[src/hdl/acked_serial_bit_sender_core_macros.svh]
// ---------------------------------------------------------------------------
// Assertion macros for the acked serial bit sender
// Implication checks, compiled out for synthesis.
// ---------------------------------------------------------------------------
`ifndef ACKED_SERIAL_BIT_SENDER_CORE_MACROS_SVH
`define ACKED_SERIAL_BIT_SENDER_CORE_MACROS_SVH

`ifndef SYNTHESIS
// same-cycle implication on clk, disabled during reset
`define ASBS_ASSERT_IMP(lbl, ante, cons, msg) \
	lbl: assert property (@(posedge clk) disable iff (!arst_n) (ante) |-> (cons)) \
		else $error(msg);
// next-cycle implication on clk, disabled during reset
`define ASBS_ASSERT_NXT(lbl, ante, cons, msg) \
	lbl: assert property (@(posedge clk) disable iff (!arst_n) (ante) |=> (cons)) \
		else $error(msg);
`else
`define ASBS_ASSERT_IMP(lbl, ante, cons, msg)
`define ASBS_ASSERT_NXT(lbl, ante, cons, msg)
`endif

`endif

[src/hdl/asbs_pkg.sv]
// ---------------------------------------------------------------------------
// asbs_pkg
// Shared types and constants of the acked serial bit sender.
// ---------------------------------------------------------------------------
`default_nettype none

package asbs_pkg;

	localparam int DataBitsDefault = 8;
	localparam int ByteW   = 8;
	localparam int TriesW  = 3;
	localparam int TicksW  = 10;
	localparam int PeerW   = 22;
	localparam int CfgIdxW = 2;
	localparam int CfgW    = PeerW;

	localparam logic [TriesW-1:0] TriesRst   = 3'd3;
	localparam logic [TicksW-1:0] TimeoutRst = 10'd100;
	localparam logic [PeerW-1:0]  PeerRst    = '0;

	// result queue depth: one for the beat waiting at the port, two in flight
	localparam int QDepth = 3;
	localparam int QPtrW  = 2;
	localparam int QCntW  = 2;

	typedef enum logic [1:0] {
		ACT_LOAD  = 2'd0,
		ACT_ACK   = 2'd1,
		ACT_TICK  = 2'd2,
		ACT_CLEAR = 2'd3
	} act_t;

	typedef enum logic [CfgIdxW-1:0] {
		REG_MAX_TRIES = 2'd0,
		REG_TIMEOUT   = 2'd1,
		REG_PEER_ID   = 2'd2
	} cfg_reg_t;

	typedef struct packed {
		logic             send_valid;
		logic             send_level;
		logic [PeerW-1:0] target_id;
		logic             byte_done;
		logic             load_taken;
		logic             failed;
		logic             busy_res;
	} res_t;

endpackage

`default_nettype wire

[src/hdl/asbs_res_fifo.sv]
// ---------------------------------------------------------------------------
// asbs_res_fifo
// Small result queue between the step logic and the output channel.
// ---------------------------------------------------------------------------
`default_nettype none

module asbs_res_fifo (
	input  logic              clk,
	input  logic              arst_n,
	input  logic              push,
	input  asbs_pkg::res_t    push_data,
	output logic              out_valid,
	input  logic              out_ready,
	output asbs_pkg::res_t    head,
	output logic [asbs_pkg::QCntW-1:0] count
);
	import asbs_pkg::*;

	res_t               mem_q [QDepth];
	logic [QPtrW-1:0]   wr_ptr_q;
	logic [QPtrW-1:0]   rd_ptr_q;
	logic [QCntW-1:0]   cnt_q;
	logic               pop;

	assign out_valid = (cnt_q != '0);
	assign pop       = out_valid && out_ready;
	assign head      = mem_q[rd_ptr_q];
	assign count     = cnt_q;

	always_ff @(posedge clk) begin
		if (push) begin
			mem_q[wr_ptr_q] <= push_data;
		end
	end

	always_ff @(posedge clk or negedge arst_n) begin
		if (!arst_n) begin
			wr_ptr_q <= '0;
			rd_ptr_q <= '0;
			cnt_q    <= '0;
		end else begin
			if (push) begin
				wr_ptr_q <= (wr_ptr_q == QPtrW'(QDepth - 1)) ? '0 : wr_ptr_q + 1'b1;
			end
			if (pop) begin
				rd_ptr_q <= (rd_ptr_q == QPtrW'(QDepth - 1)) ? '0 : rd_ptr_q + 1'b1;
			end
			if (push && !pop) begin
				cnt_q <= cnt_q + 1'b1;
			end else if (pop && !push) begin
				cnt_q <= cnt_q - 1'b1;
			end
		end
	end

endmodule

`default_nettype wire

[src/hdl/acked_serial_bit_sender_core.sv]
// ---------------------------------------------------------------------------
// acked_serial_bit_sender_core
// Stop-and-wait serial bit sender with timeout resend and sticky failure.
// ---------------------------------------------------------------------------
// Usage:
//   Input channel (in_valid/in_ready) carries action and data_byte: load a
//   word, acknowledge, timer tick or clear failure. Every input beat gives
//   exactly one result beat on the output channel (out_valid/out_ready):
//   the bit sent (if any), its target, byte done, load taken, failure and
//   busy status after the item.
//   An accepted beat is registered at the input stage, processed against
//   the transfer state and pushed into the result queue, whose head is
//   shown on the output. Throughput: one item per cycle while in_ready is
//   high; the state update is a single pass of counter and compare logic
//   between the input and result registers.
//   A three-entry result queue lets input beats keep flowing while one
//   result waits at the port. When the receiver stalls, in_ready drops
//   once the queue plus the input stage hold three items.
//   Reset (arst_n low) clears the transfer state, the failure flag and the
//   queue, and loads the default max_tries, timeout_ticks and peer_id.
//   The user writes configuration via cfg_we/cfg_index/cfg_data only while idle (unchecked).
// ---------------------------------------------------------------------------
`default_nettype none
`include "acked_serial_bit_sender_core_macros.svh"

module acked_serial_bit_sender_core #(
	parameter int DATA_BITS = asbs_pkg::DataBitsDefault
) (
	input  logic                         clk,
	input  logic                         arst_n,
	input  logic                         cfg_we,
	input  logic [asbs_pkg::CfgIdxW-1:0] cfg_index,
	input  logic [asbs_pkg::CfgW-1:0]    cfg_data,
	input  logic                         in_valid,
	output logic                         in_ready,
	input  logic [1:0]                   action,
	input  logic [asbs_pkg::ByteW-1:0]   data_byte,
	output logic                         out_valid,
	input  logic                         out_ready,
	output logic                         send_valid,
	output logic                         send_level,
	output logic [asbs_pkg::PeerW-1:0]   target_id,
	output logic                         byte_done,
	output logic                         load_taken,
	output logic                         failed,
	output logic                         busy_res
);
	import asbs_pkg::*;

	localparam int PosW = (DATA_BITS > 1) ? $clog2(DATA_BITS) : 1;
	localparam logic [PosW-1:0] PosTop = PosW'(DATA_BITS - 1);

	// configuration
	logic [TriesW-1:0] max_tries_q;
	logic [TicksW-1:0] timeout_ticks_q;
	logic [PeerW-1:0]  peer_id_q;

	// input stage
	logic              valid_s1;
	act_t              action_s1;
	logic [ByteW-1:0]  data_s1;

	// transfer state
	logic [DATA_BITS-1:0] shift_q, shift_d;
	logic [PosW-1:0]      pos_q, pos_d;
	logic [TriesW-1:0]    tries_q, tries_d;
	logic [TicksW-1:0]    wait_q, wait_d;
	logic                 busy_q, busy_d;
	logic                 fail_q, fail_d;

	logic [TicksW-1:0]    wait_inc;
	logic [DATA_BITS-1:0] load_word;
	res_t                 res;
	res_t                 head;
	logic [QCntW-1:0]     q_cnt;

	// occupancy of input stage plus queue never exceeds the queue depth
	assign in_ready = ((3'(q_cnt) + 3'(valid_s1)) < 3'(QDepth));

	always_ff @(posedge clk or negedge arst_n) begin
		if (!arst_n) begin
			max_tries_q     <= TriesRst;
			timeout_ticks_q <= TimeoutRst;
			peer_id_q       <= PeerRst;
		end else if (cfg_we) begin
			unique case (cfg_reg_t'(cfg_index))
				REG_MAX_TRIES: max_tries_q     <= cfg_data[TriesW-1:0];
				REG_TIMEOUT:   timeout_ticks_q <= cfg_data[TicksW-1:0];
				REG_PEER_ID:   peer_id_q       <= cfg_data[PeerW-1:0];
				default: ;
			endcase
		end
	end

	always_ff @(posedge clk or negedge arst_n) begin
		if (!arst_n) begin
			valid_s1 <= 1'b0;
		end else begin
			valid_s1 <= in_valid && in_ready;
		end
	end

	always_ff @(posedge clk) begin
		if (in_valid && in_ready) begin
			action_s1 <= act_t'(action);
			data_s1   <= data_byte;
		end
	end

	assign wait_inc  = wait_q + 1'b1;
	assign load_word = DATA_BITS'(data_s1);

	always_comb begin
		shift_d = shift_q;
		pos_d   = pos_q;
		tries_d = tries_q;
		wait_d  = wait_q;
		busy_d  = busy_q;
		fail_d  = fail_q;
		res     = '0;
		unique case (action_s1)
			ACT_LOAD: begin
				if (!busy_q) begin
					shift_d        = load_word;
					pos_d          = PosTop;
					tries_d        = TriesW'(1);
					wait_d         = '0;
					busy_d         = 1'b1;
					res.load_taken = 1'b1;
					res.send_valid = 1'b1;
					res.send_level = load_word[DATA_BITS-1];
				end
			end
			ACT_ACK: begin
				if (busy_q) begin
					wait_d = '0;
					if (pos_q == '0) begin
						busy_d        = 1'b0;
						res.byte_done = 1'b1;
					end else begin
						pos_d          = pos_q - 1'b1;
						tries_d        = TriesW'(1);
						res.send_valid = 1'b1;
						res.send_level = shift_q[pos_q - 1'b1];
					end
				end
			end
			ACT_TICK: begin
				if (busy_q) begin
					wait_d = wait_inc;
					// zero timeout compares as always expired
					if (wait_inc >= timeout_ticks_q) begin
						wait_d = '0;
						if (tries_q < max_tries_q) begin
							tries_d        = tries_q + 1'b1;
							res.send_valid = 1'b1;
							res.send_level = shift_q[pos_q];
						end else begin
							fail_d = 1'b1;
							busy_d = 1'b0;
						end
					end
				end
			end
			ACT_CLEAR: begin
				fail_d = 1'b0;
			end
			default: ;
		endcase
		res.target_id = res.send_valid ? peer_id_q : '0;
		res.failed    = fail_d;
		res.busy_res  = busy_d;
	end

	always_ff @(posedge clk or negedge arst_n) begin
		if (!arst_n) begin
			shift_q <= '0;
			pos_q   <= PosTop;
			tries_q <= '0;
			wait_q  <= '0;
			busy_q  <= 1'b0;
			fail_q  <= 1'b0;
		end else if (valid_s1) begin
			shift_q <= shift_d;
			pos_q   <= pos_d;
			tries_q <= tries_d;
			wait_q  <= wait_d;
			busy_q  <= busy_d;
			fail_q  <= fail_d;
		end
	end

	asbs_res_fifo u_res_fifo (
		.clk       (clk),
		.arst_n    (arst_n),
		.push      (valid_s1),
		.push_data (res),
		.out_valid (out_valid),
		.out_ready (out_ready),
		.head      (head),
		.count     (q_cnt)
	);

	assign send_valid = head.send_valid;
	assign send_level = head.send_level;
	assign target_id  = head.target_id;
	assign byte_done  = head.byte_done;
	assign load_taken = head.load_taken;
	assign failed     = head.failed;
	assign busy_res   = head.busy_res;

	`ASBS_ASSERT_IMP(a_no_overflow, 1'b1, (3'(q_cnt) + 3'(valid_s1)) <= 3'(QDepth), "result queue overflow")
	`ASBS_ASSERT_IMP(a_busy_tries, busy_q, tries_q != '0, "busy with zero tries")
	`ASBS_ASSERT_IMP(a_done_no_send, valid_s1 && res.byte_done, !res.send_valid && !busy_d, "done with send")
	`ASBS_ASSERT_NXT(a_load_starts, valid_s1 && (action_s1 == ACT_LOAD) && !busy_q, busy_q && (tries_q == TriesW'(1)), "load did not start transfer")

endmodule

`default_nettype wire
[config.mk]
export PLATFORM = sky130hd
export DESIGN_NAME = acked_serial_bit_sender_core
export DESIGN_NICKNAME = d
export VERILOG_FILES = /design/src/hdl/asbs_pkg.sv /design/src/hdl/asbs_res_fifo.sv /design/src/hdl/acked_serial_bit_sender_core.sv
export VERILOG_INCLUDE_DIRS = /design/src /design/src/hdl
export SDC_FILE = /design/constraint.sdc
export NUM_CORES = 1
export LEC_CHECK = 0
export ABC_AREA = 1
export BUFFER_PORTS_ARGS = -buffer_cell sky130_fd_sc_hd__buf_2
export CAP_MARGIN = 20
export CORE_ASPECT_RATIO = 2
export CORE_MARGIN = 1.5
export CORE_UTILIZATION = 30
export CTS_BUF_LIST = sky130_fd_sc_hd__clkbuf_8
export CTS_CLUSTER_SIZE = 10
export DETAILED_ROUTE_END_ITERATION = 10
export MAX_ROUTING_LAYER = met4
export PLACE_DENSITY = 0.48
export SYNTH_ARGS = -nofsm -noshare
export SYNTH_HDL_FRONTEND = slang
export SYNTH_SLANG_ARGS = --single-unit
[constraint.sdc]
create_clock -name clk -period 6.8 [get_ports clk]
set_clock_uncertainty 0.1 [all_clocks]
set_input_delay 0.34 -clock clk [delete_from_list [all_inputs] [get_ports clk]]
set_output_delay 0.34 -clock clk [all_outputs]
set_load 0.005 [all_outputs]
# Word-level counts from Yosys, hierarchy flattened
# Memories as Yosys holds them, arrays and structs flattened.
# Index checks and enable logic that the tools add are counted.
# totals
reg_bits	78
ram_bits	84
output_inout_bits	30
n_memories	1
# op_classes
add_sub_neg	8
order_cmp	5
n_eq_ne	13
mux	49
bitwise_logic	1
reduce_logical	20
# memory_table
name	depth	width	rd	rd_ports_with_merged_regs	wr	line	text
u_res_fifo.mem_q	3	28	1	0	1	asbs_res_fifo.sv:19	res_t mem_q [QDepth];
# ops
op	n
10-bit two-way mux	4
10-bit case mux with 3 select lines	1
3-bit two-way mux	9
22-bit two-way mux	1
2-bit two-way mux	10
1-bit two-way mux	17
2-bit != test (second input constant)	6
10-bit by 1-bit adder with 10-bit output (second input constant)	1
2-bit == test (second input constant)	5
10-bit >= comparator	1
5-bit AND reduction	2
3-bit case mux with 3 select lines	1
3-bit by 4-bit less-than comparator with 1-bit output (second input constant)	2
8-bit AND reduction	1
2-bit by 1-bit adder with 2-bit output (second input constant)	3
1-bit binary-select mux with 3-bit select	2
2-bit case mux with 3 select lines	1
3-bit case mux with 2 select lines	1
2-bit AND reduction	3
2-bit nonzero test	3
2-bit by 1-bit == test with 1-bit output (second input constant)	2
1-bit logical AND	4
2-bit zero test	2
2-bit by 1-bit adder with 3-bit output	1
12 further kinds	13

# Logic depth before layout (Yosys ltp)
# Gate-level depths: netlist (run 1).
# depth
ltp_word	7
ltp_mapped	18

# Cells and area by module
# Synthesis (run 1) repeated with hierarchy kept, for this count alone.
# hier_totals
hier_cells	694
area_unflattened_um2	7111.8
# by_module_without_submodules
mod	n_inst	cells_each	area_per_inst_um2	seq_area_each_um2
acked_serial_bit_sender_core	1	450	3766.1	1861.8
asbs_res_fifo	1	244	3345.7	2672.6

# Least setup slack after synthesis (run 1)
# No wires, ideal clock.
# synth_timing
path_type	flip-flop to flip-flop
startpoint	register valid_s1
endpoint	memory u_res_fifo.mem_q[0][0] in the netlist's numbering (enable)
setup_ns	0.450
t_arrival_ns	2.559
required_time_ns	6.250
slack_ns	3.691
stages_incl_launch_ff	4
cell_sequence	dfrtp_1 buf_2 inv_1 nor3_1
# synth_between
elab_chain_len	2
# synth_lines
item	line	text
start, declared	acked_serial_bit_sender_core.sv:59	logic valid_s1;
start signal, assigned	acked_serial_bit_sender_core.sv:99	valid_s1 <= in_valid && in_ready;
1-bit two-way mux	asbs_res_fifo.sv:31	if (push) begin
1-bit two-way mux (not written as such)	asbs_res_fifo.sv:32	mem_q[wr_ptr_q] <= push_data;
end, declared	asbs_res_fifo.sv:19	
# Every way passes these cells.

==> results of run 1 <==
## routing by layer
metal / track usage [%] / wire [microns]
met1: 13.0 / 5860
met2: 26.9 / 9220
met3: 3.16 / 422
met4: 6.29 / 363
met5: - / 0
## how the worst max path moves through the flow
stage,slack (ps),cells past startpoint,to
floorplan,3690,3,u_res_fifo.mem_q[0][0]
global placement,3660,14,u_res_fifo.mem_q[0][8]
detailed placement,3590,14,u_res_fifo.mem_q[1][12]
CTS,3560,14,u_res_fifo.mem_q[2][9]
global route,3250,14,u_res_fifo.mem_q[0][18]
finish,3630,14,u_res_fifo.mem_q[0][13]
## critical path: stages, from the launching register on
cell	delay (ps)
dfrtp_1	410
nand3_1	130
nor2_1	180
nand2_1	110
nor3_1	180
xor2_1	210
inv_1	70
ha_1	290
a21o_1	180
nor2_1	120
nand3_2	150
nand4_1	110
nand2_1	70
nand2_2	430
nor2_1	140
## final cells by class
class,count,area [sq um]
Clock buffer,18,248
Sequential cell,162,4530
Fill cell,2404,15300
Timing Repair Buffer,96,623
Clock inverter,14,110
Multi-Input combinational cell,380,2120
Inverter,121,454
Tap cell,287,359
## power by group through the flow
| stage | registers, mW | clock network, mW | logic, mW |
|---|---|---|---|
| 3_5_place_dp | 1.49 | 0 | 1.13 |
| 6_report | 1.47 | 0.659 | 1.10 |
| 3_3_place_gp | 1.49 | 0 | 1.10 |
| 5_1_grt | 1.50 | 0.728 | 1.26 |
| 2_1_floorplan | 1.45 | 0 | 0.746 |
| 4_1_cts | 1.47 | 0.685 | 1.15 |
## through the flow
stage / utilization, % / instance area, sq um / setup WS [ps] / total power, mW / cells
CTS: 35.6 / 8450 / 3560 / 3.30 / 1078
global placement: 33.1 / 7850 / 3660 / 2.59 / 1024
detailed placement: 33.2 / 7880 / 3590 / 2.62 / 1025
global route: 35.6 / 8450 / 3250 / 3.49 / 1078
finish: 35.6 / 8450 / 3630 / 3.23 / 1078
floorplan: - / 7230 / 3690 / 2.20 / 690
## logic make-up after synthesis
kind of cell,after synthesis,share of synthesized area (%)
simple gates,235,14.0
flops,162,62.7
buf+inv,148,8.21
compound gates,103,8.45
fa+ha+maj,24,4.16
xor+xnor,10,1.21
mux,8,1.25
## registers in the layout, indices dropped and copies added (netlist names)
name,count
timeout_ticks_q,10
peer_id_q,22
shift_q,8
u_res_fifo.wr_ptr_q,2
data_s1,8
wait_q,10
pos_q,3
fail_q,1
busy_q,1
max_tries_q,3
action_s1,2
u_res_fifo.mem_q,84
u_res_fifo.count,2
u_res_fifo.rd_ptr_q,2
tries_q,3
valid_s1,1
## layout by cell type (no fill, tap or decap), types with 2 or more instances in the layout
| cell | netlist | final |
|---|---|---|
| inv_1 | 120 | 121 |
| nand2_1 | 112 | 112 |
| edfxtp_1 | 94 | 94 |
| buf_2 | 6 | 68 |
| dfrtp_1 | 60 | 60 |
| nor2_1 | 55 | 55 |
| nand3_1 | 50 | 49 |
| o21ai_0 | 38 | 38 |
| o211ai_1 | 29 | 29 |
| a21oi_1 | 24 | 24 |
| ha_1 | 24 | 24 |
| dlygate4sd3_1 | 0 | 21 |
| clkbuf_8 | 0 | 18 |
| xor2_1 | 8 | 8 |
| mux2_2 | 8 | 8 |
| dfstp_2 | 8 | 8 |
| clkinv_2 | 0 | 6 |
| buf_4 | 0 | 6 |
| o22ai_1 | 5 | 5 |
| inv_6 | 0 | 4 |
| nand4_1 | 3 | 3 |
| nor3_2 | 0 | 3 |
| nand3_2 | 1 | 2 |
| or2_2 | 2 | 2 |
| nand2_2 | 2 | 2 |
| xnor2_1 | 2 | 2 |
| and2_1 | 2 | 2 |
| a22oi_1 | 2 | 2 |
| nor2_4 | 2 | 2 |
| o21bai_1 | 2 | 2 |
==> results.py, run 1 <==
metrics = {
    "timing": {
        "maxSlewViolCount": 0,
        "hold_viol": 0,
        "rsz0062_at_grt": "no",
        "tightest_slew_ps": 931,
        "setup_violations": 0,
        "tns_ps": 0,
        "fmax_mhz": 316,
        "holdWs_ps": 47.7,
        "fin_crit_ps": 3170,
        "maxSlewHeadroom_pct": 37.9,
        "finalCritPeriodShare_pct": 46.6,
    },
    "status": {
        "status": "finished, final reports clean",
    },
    "place": {
        "hpwl_mm": 10.8,
        "port-buffer-count": 68,
        "globalplace.congestion": 0.823,
    },
    "power_and_ir_drop": {
        "p_per_area_nw_per_um2": 382,
        "swShare_pct": 36.7,
        "seqPwrFrac_pct": 45.5,
        "power.internal_mw": 2.04,
        "clkPwrFrac_pct": 20.4,
        "peakVddDrop_mv": 0.135,
        "switchingPower_mw": 1.19,
        "p_leak_nw": 3.78,
        "p_comb_share_pct": 34.1,
    },
    "cts": {
        "hold_buffers": 21,
        "cts-root-buf": "clkbuf_8",
        "cts_tree": "yes",
        "numCtsBuffers": 17,
        "htree_levels": 4,
        "post_cts_buffers": 0,
        "clockBufferDepth": 2,
        "post_cts_resized": 0,
        "clkTransAtPathRegs_ps": 90,
        "clkLatencyLatePin_ps": 470,
        "numClockSinks": 162,
    },
    "critical_path": {
        "start_kind": "register",
        "critPathKind": "register to register",
        "reg2reg_to": "u_res_fifo.mem_q[0][13]",
        "worstPathArrival_ps": 3250,
        "required_ps": 6880,
        "crit_fanout": 23,
        "crit_start": "wait_q[0]",
        "crit_path_end_kind": "register",
        "rrSetupSlack_ps": 3630,
        "ff2ff_path_depth": 14,
        "reg2reg_from": "wait_q[0]",
    },
    "grt": {
        "grt_pass1_vias": 4972,
        "grt_util_all_layers_pct": 14.1,
        "antenna_found_initial": 0,
        "grt_pass1_wl_mm": 25.8,
        "grt-ovfl-total": 0,
        "grt_max_degree": 69,
    },
    "floorplan": {
        "coreArea_sq_um": 23700,
        "placementRows": 80,
        "initial_core_util_pct": 30.5,
        "dieArea_sq_um": 25100,
        "die_y_microns": 223,
        "io_pins": 69,
        "die_x_microns": 113,
    },
    "run": {
        "cap_violations": 0,
    },
    "route": {
        "drc": 0,
        "wl_per_cell_microns": 14.7,
        "vias": 4827,
        "routed_wl_mm": 15.9,
        "ant_nets": 0,
        "first_pass_iters": 4,
        "drtIter0Drc": 238,
        "viasPerCell": 4.48,
    },
    "synthesis": {
        "synth.most_common_cell": "inv_1",
        "syn_area_sq_um": 7230,
        "synth_largest_area_cell": "edfxtp_1",
        "synth.yosys.seq_area_share_pct": 62.7,
        "yosysWarnings": 0,
        "synth_top_cell_area_share_pct": 39.1,
        "synth_edf_count": 94,
        "async_reset_ff_share_pct": 42.0,
        "syn-num-nets": 753,
        "synthDistinctLibCells": 34,
        "ys_ff_latch": 162,
        "synth_cells": 690,
        "synth_commonest_cells": "120 x inv_1, 112 x nand2_1, 94 x edfxtp_1",
        "syn_area_per_cell_sq_um": 10.5,
        "synth_flop_cell": "edfxtp_1",
        "synth_area_leaders": "edfxtp_1 39%, dfrtp_1 21%, inv_1 6.2%, nand2_1 5.8%, ha_1 4.2%",
    },
    "hold_path": {
        "min_to": "peer_id_q[14]",
        "min_path_type": "input pin to register",
        "hp-start": "cfg_data[14]",
        "whs_path_depth": 3,
    },
    "cells_and_area": {
        "syn_to_final_growth_pct": 16.9,
        "n_antenna_cell": 0,
        "layout-drive-gt1-share_pct": 17.1,
        "finalNetCount": 841,
    },
}
Note: power is estimated with default switching activity, not from simulation.
==> run 2, diff against run 1 <==
Settings changed: PLACE_DENSITY 0.48 to 0.5.
Clock period 6.8 ns to 2.7 ns, I/O delays scaled along.
==> results.py, run 2 (synthesis results as in run 1) <==
metrics = {
    "critical_path": {
        "start_kind": "register",
        "rrSetupSlack_ps": 60,
        "crit_path_end_kind": "register",
        "ff2ff_path_depth": 15,
        "critPathKind": "register to register",
        "reg2reg_from": "wait_q[0]",
        "crit_fanout": 6,
        "worstPathArrival_ps": 2760,
        "required_ps": 2820,
        "reg2reg_to": "u_res_fifo.mem_q[2][12]",
        "crit_start": "wait_q[0]",
    },
    "route": {
        "drtIter0Drc": 226,
        "ant_nets": 0,
        "first_pass_iters": 4,
        "wl_per_cell_microns": 14.6,
        "routed_wl_mm": 16.4,
        "viasPerCell": 4.47,
        "drc": 0,
        "vias": 5011,
    },
    "cts": {
        "clkLatencyLatePin_ps": 470,
        "cts_tree": "yes",
        "clkTransAtPathRegs_ps": 90,
        "numClockSinks": 162,
        "numCtsBuffers": 17,
        "clockBufferDepth": 2,
        "htree_levels": 4,
        "cts-root-buf": "clkbuf_8",
    },
    "power_and_ir_drop": {
        "peakVddDrop_mv": 0.376,
        "p_per_area_nw_per_um2": 972,
        "p_leak_nw": 4.08,
        "power_mw": 8.97,
    },
    "cells_and_area": {
        "layoutNonFillerInstCount": 1120,
        "finalNetCount": 883,
        "top_register": "u_res_fifo.mem_q",
        "final_cell_mix": "123 x inv_1, 107 x nand2_1, 94 x edfxtp_1",
        "syn_to_final_growth_pct": 27.7,
        "largest_register_ff_count": 84,
        "layout-drive-gt1-share_pct": 23.8,
        "reg.largest.list": "u_res_fifo.mem_q x84, peer_id_q x22",
        "design_area_sq_um": 9230,
        "layout_commonest_cell": "inv_1",
        "n_antenna_cell": 0,
    },
    "timing": {
        "fmax_mhz": 379,
        "maxSlewHeadroom_pct": 39.3,
        "setup_violations": 0,
        "maxSlewViolCount": 0,
        "tightest_slew_ps": 910,
        "rsz0062_at_grt": "yes",
        "finalCritPeriodShare_pct": 97.8,
        "fin_crit_ps": 2640,
        "holdWs_ps": 88.8,
        "hold_viol": 0,
        "tns_ps": 0,
    },
    "floorplan": {
        "coreArea_sq_um": 23700,
        "die_x_microns": 113,
        "placementRows": 80,
        "dieArea_sq_um": 25100,
        "io_pins": 69,
        "initial_core_util_pct": 30.5,
        "die_y_microns": 223,
    },
    "grt": {
        "grt_pass1_wl_mm": 26.0,
        "grt_max_degree": 61,
        "antenna_found_initial": 0,
        "grt-ovfl-total": 0,
        "grt_util_all_layers_pct": 14.1,
        "use_met2_pct": 26.5,
        "grt_pass1_vias": 5136,
        "use_met1_pct": 13.7,
        "grtUsageMet3_pct": 2.95,
        "busiest_layer": "met2",
    },
    "place": {
        "placedCellCount": 1042,
        "placed_cell_area_sq_um": 8030,
        "globalplace.congestion": 0.781,
        "hpwl_mm": 11.0,
        "port-buffer-count": 68,
    },
    "status": {
        "status": "finished, final reports clean",
    },
    "run": {
        "cap_violations": 0,
    },
    "hold_path": {
        "min_path_type": "input pin to async pin",
    },
}
## run 2: repair_timing
| action | in CTS | in global routing |
|---|---|---|
| pin swaps | 0 | 14 |
| gates cloned | 0 | 3 |
| hold buffers | 40 | 0 |
| endpoints found under the hold margin | 108 | 0 |
| setup buffers | 0 | 3 |
| setup endpoints to repair | 6 | 93 |
| resized for setup | 2 | 69 |
## run 2: how the worst max path moves through the flow
stage	end	slack [ps]	cells after the start
finish	u_res_fifo.mem_q[2][12]	60	15
global route	u_res_fifo.mem_q[2][12]	-170	15
CTS	u_res_fifo.mem_q[2][15]	6	16
detailed placement	u_res_fifo.mem_q[2][16]	30	16
global placement	u_res_fifo.mem_q[0][20]	70	15
floorplan	u_res_fifo.mem_q[0][0]	-410	3
## run 2: power breakdown
part           internal (mW)  leakage (nW)  switching [mW]
Combinational           1.25          2.12            1.97
Sequential              3.41          1.71           0.274
Clock                   1.20         0.249           0.869
Total                   5.86          4.08            3.11
## run 2: through the flow
stage	setup WS [ps]	util, %
2_1_floorplan	-409	-
3_3_place_gp	72.1	33.8
3_5_place_dp	26.4	33.8
4_1_cts	6.47	37.5
5_1_grt	-166	38.9
6_report	60.5	38.9
## run 2: final cells by class
| class | count | area (sq um) |
|---|---|---|
| clock buffers | 18 | 248 |
| clock inverters | 14 | 221 |
| fillers | 2353 | 14500 |
| inverters | 121 | 457 |
| multi-input cells | 380 | 2360 |
| flip-flops and latches | 162 | 4530 |
| well taps | 287 | 359 |
| repair buffers | 138 | 1050 |
## run 2: routing by layer
metal / up-vias / share of wire [%]
li1: 2539 / -
met1: 2384 / 37
met2: 68 / 58
met3: 20 / 2.4
met4: 0 / 2.4
met5: - / 0
## run 2: critical path, stage by stage, from the launching register on
cell and delay (ps):
dfrtp_1 400, nand3_2 120, nor2_4 130, nand2_2 70, nor3_2 130, xor2_1 190, inv_1 100, ha_4 220
a21o_1 180, nor2_2 110, nand3_2 80, nand4_1 80, nand2_2 70, nand2_4 130, clkbuf_16 200, nor2_4 50
